--- config.mk ---
export PLATFORM = sky130hd
export DESIGN_NAME = fit_policy_block_allocator
export DESIGN_NICKNAME = d
export VERILOG_FILES = /design/src/rtl/fpba_pkg.sv /design/src/rtl/fit_policy_block_allocator.sv /design/src/rtl/fpba_size_mem.sv /design/src/rtl/fpba_scan_unit.sv
export SDC_FILE = /design/constraint.sdc
export NUM_CORES = 1
export LEC_CHECK = 0
export BUFFER_PORTS_ARGS = -buffer_cell sky130_fd_sc_hd__buf_2
export CORE_MARGIN = 8
export CORE_UTILIZATION = 32
export DETAILED_ROUTE_END_ITERATION = 12
export MAX_ROUTING_LAYER = met4
export PLACE_DENSITY_LB_ADDON = 0.05
export SYNTH_ARGS = -nofsm -noshare
export SYNTH_HDL_FRONTEND = slang
export SYNTH_SLANG_ARGS = --single-unit
export TNS_END_PERCENT = 5
--- constraint.sdc ---
create_clock -name clk_i -period 8.1 [get_ports clk_i]
set_clock_uncertainty 0.1 [all_clocks]
set_input_delay 1.62 -clock clk_i [delete_from_list [all_inputs] [get_ports clk_i]]
set_output_delay 1.62 -clock clk_i [all_outputs]
set_load 0.005 [all_outputs]
--- src/rtl/fpba_pkg.sv ---
// Shared codes and control types for the fit policy block allocator.
`default_nettype none

package fpba_pkg;

  // command codes (s_axis tuser)
  localparam logic CMD_LOAD  = 1'b0;
  localparam logic CMD_ALLOC = 1'b1;

  // placement policies; the unused code acts as first fit
  localparam logic [1:0] FIT_FIRST = 2'd0;
  localparam logic [1:0] FIT_BEST  = 2'd1;
  localparam logic [1:0] FIT_WORST = 2'd2;

  // configuration register indexes
  localparam logic CFG_FIT_MODE    = 1'b0;
  localparam logic CFG_BLOCK_COUNT = 1'b1;

  localparam logic [1:0] FIT_MODE_RST    = FIT_FIRST;
  localparam logic [4:0] BLOCK_COUNT_RST = 5'd16;

  // totals saturate here
  localparam logic [19:0] FRAG_MAX = 20'hFFFFF;

  // sequencer to scan unit
  typedef struct packed {
    logic clear;       // start of a new command
    logic step;        // one entry presented
    logic fix;         // apply the allocation to the totals
    logic alloc;       // command is an allocate
    logic entry_used;  // used mark of the presented entry
  } scan_ctrl_t;

endpackage

`default_nettype wire

--- src/rtl/fit_policy_block_allocator.sv ---
// Top level of the fit policy block allocator: sequencer, used marks and ports.
`default_nettype none

// Block table allocator with first, best and worst fit placement. A load
// command (tuser 0) writes one block's size and clears its used mark; an
// allocate command (tuser 1) scans blocks 0 to n-1, n = min(block_count,
// NUM_BLOCKS), through one memory read port and one comparator, shrinks the
// chosen block and marks it used. Every command returns one result with the
// found flag and the chosen index and both fragmentation totals, taken after
// the update and saturated to 20 bits. The scan gathers the totals as it goes,
// so no second pass is needed. One item is in work at a time: an allocate
// that places its request steps through accept, the block reads, one read
// drain, the table update, the totals fix and the result load; one that finds
// nothing skips the totals fix. A load steps through accept, the table write,
// the block reads, the read drain, the update slot and the result load. With
// n = 0 nothing is read: an allocate goes from accept straight to the result
// load and a load adds only the table write. The result sits in an output
// register, so the next command is taken while it waits; a result still
// waiting holds the following command in its result load cycle. The size
// table needs no clearing pass: per-entry valid bits make unwritten blocks
// read zero. Configuration writes are always ready; write them only when idle.
module fit_policy_block_allocator #(
  parameter int NUM_BLOCKS = 16,
  parameter int SIZE_BITS  = 16
) (
  input  wire logic        clk_i,
  input  wire logic        rst_ni,
  // configuration write channel
  input  wire logic        cfg_valid_i,
  output logic             cfg_ready_o,
  input  wire logic        cfg_index_i,
  input  wire logic [4:0]  cfg_data_i,
  // command stream
  input  wire logic        s_axis_tvalid_i,
  output logic             s_axis_tready_o,
  input  wire logic [39:0] s_axis_tdata_i,  // block_index[3:0], block_size[19:4],
                                            // request_size[35:20], zero pad
  input  wire logic        s_axis_tuser_i,  // command
  // result stream
  output logic             m_axis_tvalid_o,
  input  wire logic        m_axis_tready_i,
  output logic      [47:0] m_axis_tdata_o,  // chosen_block[3:0], internal_frag[23:4],
                                            // external_frag[43:24], zero pad
  output logic             m_axis_tuser_o   // found
);
  import fpba_pkg::*;

  localparam int IW = (NUM_BLOCKS > 1) ? $clog2(NUM_BLOCKS) : 1;
  localparam int SW = SIZE_BITS + 5;  // up to 31 blocks summed

  typedef enum logic [6:0] {
    ST_IDLE = 7'b0000001,
    ST_LOAD = 7'b0000010,
    ST_SCAN = 7'b0000100,
    ST_TAIL = 7'b0001000,
    ST_UPD  = 7'b0010000,
    ST_FIX  = 7'b0100000,
    ST_RESP = 7'b1000000
  } state_e;

  state_e state_q, state_d;

  // configuration
  logic [1:0] fit_mode_q;
  logic [4:0] block_count_q;

  // latched command
  logic        cmd_q;
  logic [3:0]  bidx_q;
  logic [15:0] bsize_q;
  logic [15:0] req_q;
  logic [4:0]  n_q, n_d;

  // scan counter and read pipeline
  logic [4:0]    k_q, k_d;
  logic          rd_pend_q;
  logic [IW-1:0] ent_idx_q;

  logic [NUM_BLOCKS-1:0] used_q;

  // memory port
  logic                 mem_we, mem_re;
  logic [IW-1:0]        mem_waddr, mem_raddr;
  logic [SIZE_BITS-1:0] mem_wdata, mem_rdata;

  // scan unit
  scan_ctrl_t           sc;
  logic                 have;
  logic [IW-1:0]        pick;
  logic [SIZE_BITS-1:0] best, new_size;
  logic [SW-1:0]        used_sum, free_sum;

  // output register
  logic        out_valid_q, out_valid_d;
  logic        out_found_q;
  logic [3:0]  out_chosen_q;
  logic [19:0] out_ifrag_q, out_efrag_q;
  logic        out_load;

  logic in_xfer, cfg_xfer, bidx_in_range;

  assign in_xfer         = s_axis_tvalid_i && s_axis_tready_o;
  assign cfg_xfer        = cfg_valid_i && cfg_ready_o;
  assign cfg_ready_o     = 1'b1;
  assign s_axis_tready_o = (state_q == ST_IDLE);
  assign bidx_in_range   = 32'(bidx_q) < NUM_BLOCKS;

  // saturate the block count to the table size
  always_comb begin
    if (32'(block_count_q) > NUM_BLOCKS) begin
      n_d = 5'(NUM_BLOCKS);
    end else begin
      n_d = block_count_q;
    end
  end

  // sequencer
  always_comb begin
    state_d   = state_q;
    k_d       = k_q;
    mem_we    = 1'b0;
    mem_waddr = IW'(bidx_q);
    mem_wdata = SIZE_BITS'(bsize_q);
    mem_re    = 1'b0;
    mem_raddr = IW'(k_q);
    out_load  = 1'b0;
    sc        = '0;
    sc.alloc  = (cmd_q == CMD_ALLOC);
    sc.entry_used = used_q[ent_idx_q];
    sc.step   = rd_pend_q;

    unique case (state_q)
      ST_IDLE: begin
        if (in_xfer) begin
          sc.clear = 1'b1;
          k_d      = '0;
          if (s_axis_tuser_i == CMD_LOAD) begin
            state_d = ST_LOAD;
          end else if (n_d == '0) begin
            state_d = ST_RESP;
          end else begin
            state_d = ST_SCAN;
          end
        end
      end
      ST_LOAD: begin
        mem_we = bidx_in_range;
        state_d = (n_q == '0) ? ST_RESP : ST_SCAN;
      end
      ST_SCAN: begin
        mem_re = 1'b1;
        k_d    = k_q + 5'd1;
        if (k_q == n_q - 5'd1) begin
          state_d = ST_TAIL;
        end
      end
      ST_TAIL: begin
        // last entry goes through the scan unit this cycle
        state_d = ST_UPD;
      end
      ST_UPD: begin
        if (have) begin
          mem_we    = 1'b1;
          mem_waddr = pick;
          mem_wdata = new_size;
          state_d   = ST_FIX;
        end else begin
          state_d = ST_RESP;
        end
      end
      ST_FIX: begin
        sc.fix  = 1'b1;
        state_d = ST_RESP;
      end
      ST_RESP: begin
        if (!out_valid_q || m_axis_tready_i) begin
          out_load = 1'b1;
          state_d  = ST_IDLE;
        end
      end
      default: begin
        state_d = ST_IDLE;
      end
    endcase
  end

  assign out_valid_d = out_load || (out_valid_q && !m_axis_tready_i);

  always_ff @(posedge clk_i or negedge rst_ni) begin
    if (!rst_ni) begin
      state_q       <= ST_IDLE;
      fit_mode_q    <= FIT_MODE_RST;
      block_count_q <= BLOCK_COUNT_RST;
      rd_pend_q     <= 1'b0;
      used_q        <= '0;
      out_valid_q   <= 1'b0;
      k_q           <= '0;
    end else begin
      state_q     <= state_d;
      rd_pend_q   <= mem_re;
      out_valid_q <= out_valid_d;
      k_q         <= k_d;
      if (cfg_xfer) begin
        unique case (cfg_index_i)
          CFG_FIT_MODE:    fit_mode_q    <= cfg_data_i[1:0];
          CFG_BLOCK_COUNT: block_count_q <= cfg_data_i;
          default:         ;
        endcase
      end
      if (state_q == ST_LOAD && bidx_in_range) begin
        used_q[IW'(bidx_q)] <= 1'b0;
      end else if (state_q == ST_UPD && have) begin
        used_q[pick] <= 1'b1;
      end
    end
  end

  // payload registers
  always_ff @(posedge clk_i) begin
    if (in_xfer) begin
      cmd_q   <= s_axis_tuser_i;
      bidx_q  <= s_axis_tdata_i[3:0];
      bsize_q <= s_axis_tdata_i[19:4];
      req_q   <= s_axis_tdata_i[35:20];
      n_q     <= n_d;
    end
    if (mem_re) begin
      ent_idx_q <= mem_raddr;
    end
    if (out_load) begin
      out_found_q  <= have;
      out_chosen_q <= have ? 4'(pick) : 4'd0;
      out_ifrag_q  <= (64'(used_sum) > 64'(FRAG_MAX)) ? FRAG_MAX : 20'(used_sum);
      out_efrag_q  <= (64'(free_sum) > 64'(FRAG_MAX)) ? FRAG_MAX : 20'(free_sum);
    end
  end

  fpba_size_mem #(
    .DEPTH (NUM_BLOCKS),
    .WIDTH (SIZE_BITS),
    .AW    (IW)
  ) u_mem (
    .clk_i     (clk_i),
    .rst_ni    (rst_ni),
    .wr_en_i   (mem_we),
    .wr_addr_i (mem_waddr),
    .wr_data_i (mem_wdata),
    .rd_en_i   (mem_re),
    .rd_addr_i (mem_raddr),
    .rd_data_o (mem_rdata)
  );

  fpba_scan_unit #(
    .SIZE_BITS (SIZE_BITS),
    .IW        (IW),
    .SW        (SW)
  ) u_scan (
    .clk_i      (clk_i),
    .rst_ni     (rst_ni),
    .ctrl_i     (sc),
    .fit_mode_i (fit_mode_q),
    .req_i      (req_q),
    .size_i     (mem_rdata),
    .index_i    (ent_idx_q),
    .have_o     (have),
    .pick_o     (pick),
    .best_o     (best),
    .new_size_o (new_size),
    .used_sum_o (used_sum),
    .free_sum_o (free_sum)
  );

  assign m_axis_tvalid_o = out_valid_q;
  assign m_axis_tuser_o  = out_found_q;
  assign m_axis_tdata_o  = {4'd0, out_efrag_q, out_ifrag_q, out_chosen_q};

  // assertions
  a_state_onehot: assert property (@(posedge clk_i) disable iff (!rst_ni)
    $onehot(state_q))
    else $error("sequencer state not one-hot");

  a_scan_bound: assert property (@(posedge clk_i) disable iff (!rst_ni)
    (state_q == ST_SCAN) |-> (k_q < n_q))
    else $error("scan address past active block count");

  a_read_from_scan: assert property (@(posedge clk_i) disable iff (!rst_ni)
    rd_pend_q |-> $past(state_q == ST_SCAN))
    else $error("read data pending outside a scan");

  a_pick_fits: assert property (@(posedge clk_i) disable iff (!rst_ni)
    (state_q == ST_UPD && have) |-> (32'(best) >= 32'(req_q)))
    else $error("chosen block smaller than request");

endmodule

`default_nettype wire

--- src/rtl/fpba_size_mem.sv ---
// Remaining-size memory with per-entry valid bits so unwritten entries read zero.
`default_nettype none

module fpba_size_mem #(
  parameter int DEPTH = 16,
  parameter int WIDTH = 16,
  parameter int AW    = 4
) (
  input  wire logic             clk_i,
  input  wire logic             rst_ni,
  input  wire logic             wr_en_i,
  input  wire logic [AW-1:0]    wr_addr_i,
  input  wire logic [WIDTH-1:0] wr_data_i,
  input  wire logic             rd_en_i,
  input  wire logic [AW-1:0]    rd_addr_i,
  output logic      [WIDTH-1:0] rd_data_o
);

  logic [WIDTH-1:0] mem [DEPTH];
  logic [DEPTH-1:0] vld_q;
  logic [WIDTH-1:0] rd_data_q;
  logic             rd_vld_q;

  always_ff @(posedge clk_i) begin
    if (wr_en_i) begin
      mem[wr_addr_i] <= wr_data_i;
    end
    if (rd_en_i) begin
      rd_data_q <= mem[rd_addr_i];
    end
  end

  always_ff @(posedge clk_i or negedge rst_ni) begin
    if (!rst_ni) begin
      vld_q    <= '0;
      rd_vld_q <= 1'b0;
    end else begin
      if (wr_en_i) begin
        vld_q[wr_addr_i] <= 1'b1;
      end
      if (rd_en_i) begin
        rd_vld_q <= vld_q[rd_addr_i];
      end
    end
  end

  assign rd_data_o = rd_vld_q ? rd_data_q : '0;

endmodule

`default_nettype wire

--- src/rtl/fpba_scan_unit.sv ---
// Shared compare/accumulate unit: picks the block and keeps the running totals.
`default_nettype none

module fpba_scan_unit #(
  parameter int SIZE_BITS = 16,
  parameter int IW        = 4,
  parameter int SW        = 21
) (
  input  wire logic                  clk_i,
  input  wire logic                  rst_ni,
  input  wire fpba_pkg::scan_ctrl_t  ctrl_i,
  input  wire logic [1:0]            fit_mode_i,
  input  wire logic [15:0]           req_i,
  input  wire logic [SIZE_BITS-1:0]  size_i,
  input  wire logic [IW-1:0]         index_i,
  output logic                       have_o,
  output logic      [IW-1:0]         pick_o,
  output logic      [SIZE_BITS-1:0]  best_o,
  output logic      [SIZE_BITS-1:0]  new_size_o,
  output logic      [SW-1:0]         used_sum_o,
  output logic      [SW-1:0]         free_sum_o
);
  import fpba_pkg::*;

  logic                 have_q, have_d;
  logic [IW-1:0]        pick_q, pick_d;
  logic [SIZE_BITS-1:0] best_q, best_d;
  logic                 pick_used_q, pick_used_d;
  logic [SW-1:0]        u_q, u_d, f_q, f_d;
  logic                 fits, take;

  assign fits       = ctrl_i.alloc && (32'(size_i) >= 32'(req_i));
  assign new_size_o = best_q - SIZE_BITS'(req_i);

  always_comb begin
    take = 1'b0;
    if (fits) begin
      if (!have_q) begin
        take = 1'b1;
      end else begin
        unique case (fit_mode_i)
          FIT_BEST:  take = size_i < best_q;
          FIT_WORST: take = size_i > best_q;
          default:   take = 1'b0;
        endcase
      end
    end
  end

  always_comb begin
    have_d      = have_q;
    pick_d      = pick_q;
    best_d      = best_q;
    pick_used_d = pick_used_q;
    u_d         = u_q;
    f_d         = f_q;
    priority if (ctrl_i.clear) begin
      have_d = 1'b0;
      u_d    = '0;
      f_d    = '0;
    end else if (ctrl_i.step) begin
      if (ctrl_i.entry_used) begin
        u_d = u_q + SW'(size_i);
      end else begin
        f_d = f_q + SW'(size_i);
      end
      if (take) begin
        have_d      = 1'b1;
        pick_d      = index_i;
        best_d      = size_i;
        pick_used_d = ctrl_i.entry_used;
      end
    end else if (ctrl_i.fix) begin
      // chosen block moves to the used total at its shrunk size
      if (pick_used_q) begin
        u_d = u_q - SW'(req_i);
      end else begin
        f_d = f_q - SW'(best_q);
        u_d = u_q + SW'(new_size_o);
      end
    end
  end

  always_ff @(posedge clk_i or negedge rst_ni) begin
    if (!rst_ni) begin
      have_q <= 1'b0;
    end else begin
      have_q <= have_d;
    end
  end

  always_ff @(posedge clk_i) begin
    pick_q      <= pick_d;
    best_q      <= best_d;
    pick_used_q <= pick_used_d;
    u_q         <= u_d;
    f_q         <= f_d;
  end

  assign have_o     = have_q;
  assign pick_o     = pick_q;
  assign best_o     = best_q;
  assign used_sum_o = u_q;
  assign free_sum_o = f_q;

endmodule

`default_nettype wire

# == After elaboration in Yosys (flattened, before gate mapping) ==
# Memory sizes are Yosys's and may differ from the RTL's. A register that Yosys moved wholly into a read port is not among the register bits.
# Cells that the tools add are included.
# op_classes
order_cmp,14
n_mux,52
eq_ne,16
add_sub_neg,8
n_bitwise,6
n_reduce_logical,26
# ops
op,n
$mux 21,8
$mux 16,5
$add 21x16->21,3
$mux 7,7
$pmux 7 s7,1
$gt 21x20->1 const B,2
$sub 21x16->21,2
$or 16x16->16,2
$lt 4x5->1 const B,5
$mux 1,19
$and 16x16->16,1
$ge 16x16->1,1
$gt 16x16->1,1
$lt 16x16->1,1
$not 16->16,1
$sub 16x16->16,1
$demux 1 s4,3
$ge 4x1->1 const B,3
$logic_not 5->1,2
$mux 5,2
$pmux 5 s2,1
$reduce_and 2->1,5
$reduce_bool 2->1,5
$reduce_and 3->1,3
other kinds (22),38
# word_totals
word_cells,148
register_bits,209
ram_bits,256
mem_count,1
output_inout_bits,52
input_bits,52
# memory_table
memory,depth,word_bits,rd,rd_clocked_by_memory_dff,wr,line,text
u_mem.mem,16,16,1,1,1,fpba_size_mem.sv:19,logic [WIDTH-1:0] mem [DEPTH];

# == Logic depth before layout (Yosys ltp) ==
# depth
depth_word,8
ltp_mapped,27
depth_no_buf,27

# == By module ==
# Synthesis repeated with hierarchy kept, for this count alone.
# unflattened
cells_unflattened,1688
area_unflattened_um2,23314.9
# modules_own_cells
mod,area_per_inst_um2,instances,seq_area_each_um2,cells_each
fpba_size_mem,10994.3,1,8593.2,453
fpba_scan_unit,7000.5,1,1496.4,881
fit_policy_block_allocator,5320.1,1,3661.0,354

# == Worst setup path after synthesis ==
# OpenSTA, ideal clock, no wires.
# synth_timing
path_type,register -> register
startpoint,"register u_scan.best_q[0], in the netlist u_scan.best_o[0]"
endpoint,"register u_scan.u_q[20], in the netlist u_scan.used_sum_o[20]"
slack_ns,2.184
t_arrival_ns,5.745
required_time_ns,7.929
setup_time_ns,0.071
synth_period_minus_slack_ns,5.916
stages_incl_launch_ff,27
path_buffers,0
path_cell_list,edfxtp_1 > inv_1 > ha_1 > inv_1 > fa_1 > a211oi_2 > o21ai_4 > xnor2_2 > a31o_4 > o31a_4 > a21oi_1 > o31a_1 > and3b_1 > nor3b_1 > nand4_1 > xor2_1 > o21ai_0 > ha_1 > a21o_1 > a21o_1 > a221oi_1 > o21ai_0 > nand3_1 > nand2_1 > and3_1 > or4_1 > a21oi_1
# synth_via
elab_chain_cells,5
# synth_rtl
element,line,text
start: declaration,fpba_scan_unit.sv:27,"logic [SIZE_BITS-1:0] best_q, best_d;"
start signal: assignment,fpba_scan_unit.sv:94,best_q <= best_d;
$sub 16x16->16,fpba_scan_unit.sv:33,assign new_size_o = best_q - SIZE_BITS'(req_i);
$add 21x16->21,fpba_scan_unit.sv:79,u_d = u_q + SW'(new_size_o);
$mux 21,fpba_scan_unit.sv:75,if (pick_used_q) begin
$mux 21,fpba_scan_unit.sv:73,end else if (ctrl_i.fix) begin
$mux 21,fpba_scan_unit.sv:61,end else if (ctrl_i.step) begin
end signal: assignment,fpba_scan_unit.sv:96,u_q <= u_d;
end: declaration,fpba_scan_unit.sv:29,"logic [SW-1:0] u_q, u_d, f_q, f_d;"
# Every way passes these cells. The select of a mux whose other input is x is not followed.
# A chain may end at the register's enable or synchronous reset.

# == Final worst setup path ==
# Ends and elaborated chain as after synthesis.

==> metrics <==
outcome finished clean; Comb pwr share 0.256; warnings from Yosys 0; Crit. End Element flip-flop; GRT Util Overall 0.155; Place WS 0.815 ns; Sw Pwr 2.32 mW; slowest CP cell o21ai_0; ys flop type edfxtp_1; Synth top cells by count 384 x edfxtp_1, 121 x nor2_1, 115 x nand2_1; initial antenna violation count 2; post-cts resize count 0; Startpoint Class flip-flop; hold crit path type flip-flop to flip-flop; Net Sw Frac 0.308; ys async rst share 0.114; Post-DRT Antenna Nets 0; share of layout cells above drive strength 1 0.218; kind of cell adding the most delay to the critical path simple AND/OR/NAND/NOR gates; # DRC 0; Avg WL per Cell 22.0 microns; Core ar. 71600 sq um; # diodes 0; number of synthesized register bits 481; clock-pin slew on the worst setup and hold paths 0.06 ns; CTS Hold Buffers Added 0; Largest stage delay, worst path 0.55 ns; MaxCap Viol Count 0; worst-case clock buffer depth 3; GRT overflow 0; H-tree Lvls 2; global-route wire length before repair 94200 microns; vias 14.1k; Final Cycle Share 0.899; most frequent cell after synthesis edfxtp_1; Post-synth EDFFs 384; clock share of power 0.323; leakage power 9.96 nW; Fillers 6929; post-synth cell types 86; Cell Pwr Density 281 nW/um^2; Skew-Pair Late Insertion Delay 0.63 ns; initial DRC count 723; Synth top area share 0.497; Initial Utilization 0.324; actual slew at the worst max-slew pin 1.03 ns; CTS sink cnt 481; Max Clock Freq 0.137 GHz; area grow syn2layout 15.3%; vias in the first global route 14.6k; Gate Count Post-Synth 1720; die width 285 microns; RePlAce Congestion 0.813; sequential element share of the synthesized area 0.593; RSZ-0062 raised after global routing false; setup bufs post-CTS 0; largest net degree at the start of global routing 63; Final WS setup 0.815 ns; Slew Viols, Final 0; Layout Cells excl Fill 2839; Int Pwr 5.21 mW; routed vias/inst 4.98; Sequential Power Share 0.421; Die H 285 microns; minimum clock period 7.29 ns; Max-slew headroom 0.308; Pwr Total 7.53 mW; die area 81400 sq um; CP max FO 7; Hold Vio Cnt, Final 0; Area contributors post-synth edfxtp_1 50%, mux4_2 8.7%, dfrtp_1 5.7%; Netlist Area Pre-Place 23200 sq um; Worst Path Buf+Inv 2; First-pass DRT Iterations 5; synthesized area per cell 13.5 sq um; root buf cell clkbuf_16; # IOs 104; CTS buffer count 57; Nets 1999; setup tns final 0 ns; final setup vio count 0; final WL 62400 microns; hold slack 0.360 ns; Cells after DPL 2739; area leader, netlist edfxtp_1; PortBufs 94; critical path class flip-flop to flip-flop; Peak VDD IR 149 uV; Req. time, crit path 8.55 ns; CTS tree yes; FP Rows 98; DP HPWL 43100 microns; critical path arrival 7.74 ns
[routing by layer]
layer  wire length, microns  vias up  track usage  part of all wire
met3                   2100       84       0.0221             0.034
met5                      0        -            -                 0
met1                  27300     7072        0.192              0.44
li1                       -     6769            -                 -
met2                  31800      202        0.270              0.51
met4                   1160        0       0.0349             0.019
[power groups by stage]
| stage | clock network, mW | registers [mW] | logic (mW) |
|---|---|---|---|
| floorplan | 0 | 3.11 | 1.45 |
| global placement | 0 | 3.22 | 1.95 |
| finish | 2.43 | 3.17 | 1.93 |
| CTS | 2.52 | 3.18 | 1.97 |
| detailed placement | 0 | 3.23 | 1.96 |
| global route | 2.61 | 3.21 | 2.13 |
[per-stage QoR]
step	cell area [sq um]	utilization
2_1_floorplan	23200	-
3_3_place_gp	25000	0.349
3_5_place_dp	25000	0.349
4_1_cts	26800	0.374
5_1_grt	26800	0.374
6_report	26800	0.374
[flip-flops by register name, indices dropped and copies added (netlist names), 5 cells and up]
| register | count |
|---|---|
| n_q | 5 |
| u_scan.used_sum_o | 21 |
| block_count_q | 5 |
| u_scan.best_o | 16 |
| u_mem.mem | 256 |
| u_mem.vld_q | 16 |
| state_q | 7 |
| req_q | 16 |
| used_q | 16 |
| bsize_q | 16 |
| k_q | 5 |
| out_ifrag_q | 20 |
| out_efrag_q | 20 |
| u_scan.free_sum_o | 21 |
| u_mem.rd_data_q | 16 |
[kinds of logic (layout without fill, tap and decap cells)]
| kind of cell | count (synthesis) | after routing | share of synthesized area |
|---|---|---|---|
| compound gates | 308 | 308 | 0.0851 |
| xor+xnor | 85 | 85 | 0.0334 |
| fa+ha+maj | 99 | 99 | 0.0544 |
| buf+inv | 124 | 290 | 0.0218 |
| flops | 481 | 481 | 0.593 |
| mux | 124 | 124 | 0.102 |
| other cells | 2 | 5 | 0.000324 |
| simple gates | 497 | 497 | 0.110 |
[final cells by class]
cell class                 instances  area [sq um]  share of cell area
sequential                       481         13800               0.514
multi-input combinational       1118          9070               0.339
clock buffer                      71          1480              0.0553
tap                              950          1190              0.0444
timing repair buffer             134           771              0.0288
clock inverter                    29           275              0.0103
inverter                          56           211             0.00790
[worst reg2reg max path: cells and delay by family, from the launching register on]
family | cells | cell delay (ns)
DFF | 1 | 0.39
adders and majority gates | 3 | 1.04
and+or+nand+nor | 11 | 2.66
xor gates and xnor gates | 2 | 0.64
AOI/OAI and AO/OA | 8 | 2.18
buffers and inverters | 2 | 0.23
[path summary, 6_finish.rpt]
check | startpoint | to | slack [ns] | cells after the start
setup / recovery | u_scan.best_o[0] | u_scan.used_sum_o[20] | 0.81 | 26
hold / removal | u_mem.vld_q[7] | u_mem.vld_q[7] | 0.36 | 1
setup reg to reg | u_scan.best_o[0] | u_scan.used_sum_o[20] | 0.81 | 26
hold reg to reg | u_mem.vld_q[7] | u_mem.vld_q[7] | 0.36 | 1
max in group asynchronous | rst_ni | k_q[0] | 6.29 | 2
min in group asynchronous | rst_ni | used_q[3] | 1.05 | 2
[layout by cell type (no fill, tap or decap), types with 57 or more instances in the layout]
cell type  synthesis  layout
buf_2              3      94
edfxtp_1         384     384
ha_1              96      96
clkbuf_16          0      57
or2_2             57      57
o21ai_0          104     104
nor2_1           121     105
nand2_1          115     115
mux4_2            90      90
a21oi_1           70      69
Note: power is estimated with default switching activity, not from simulation.
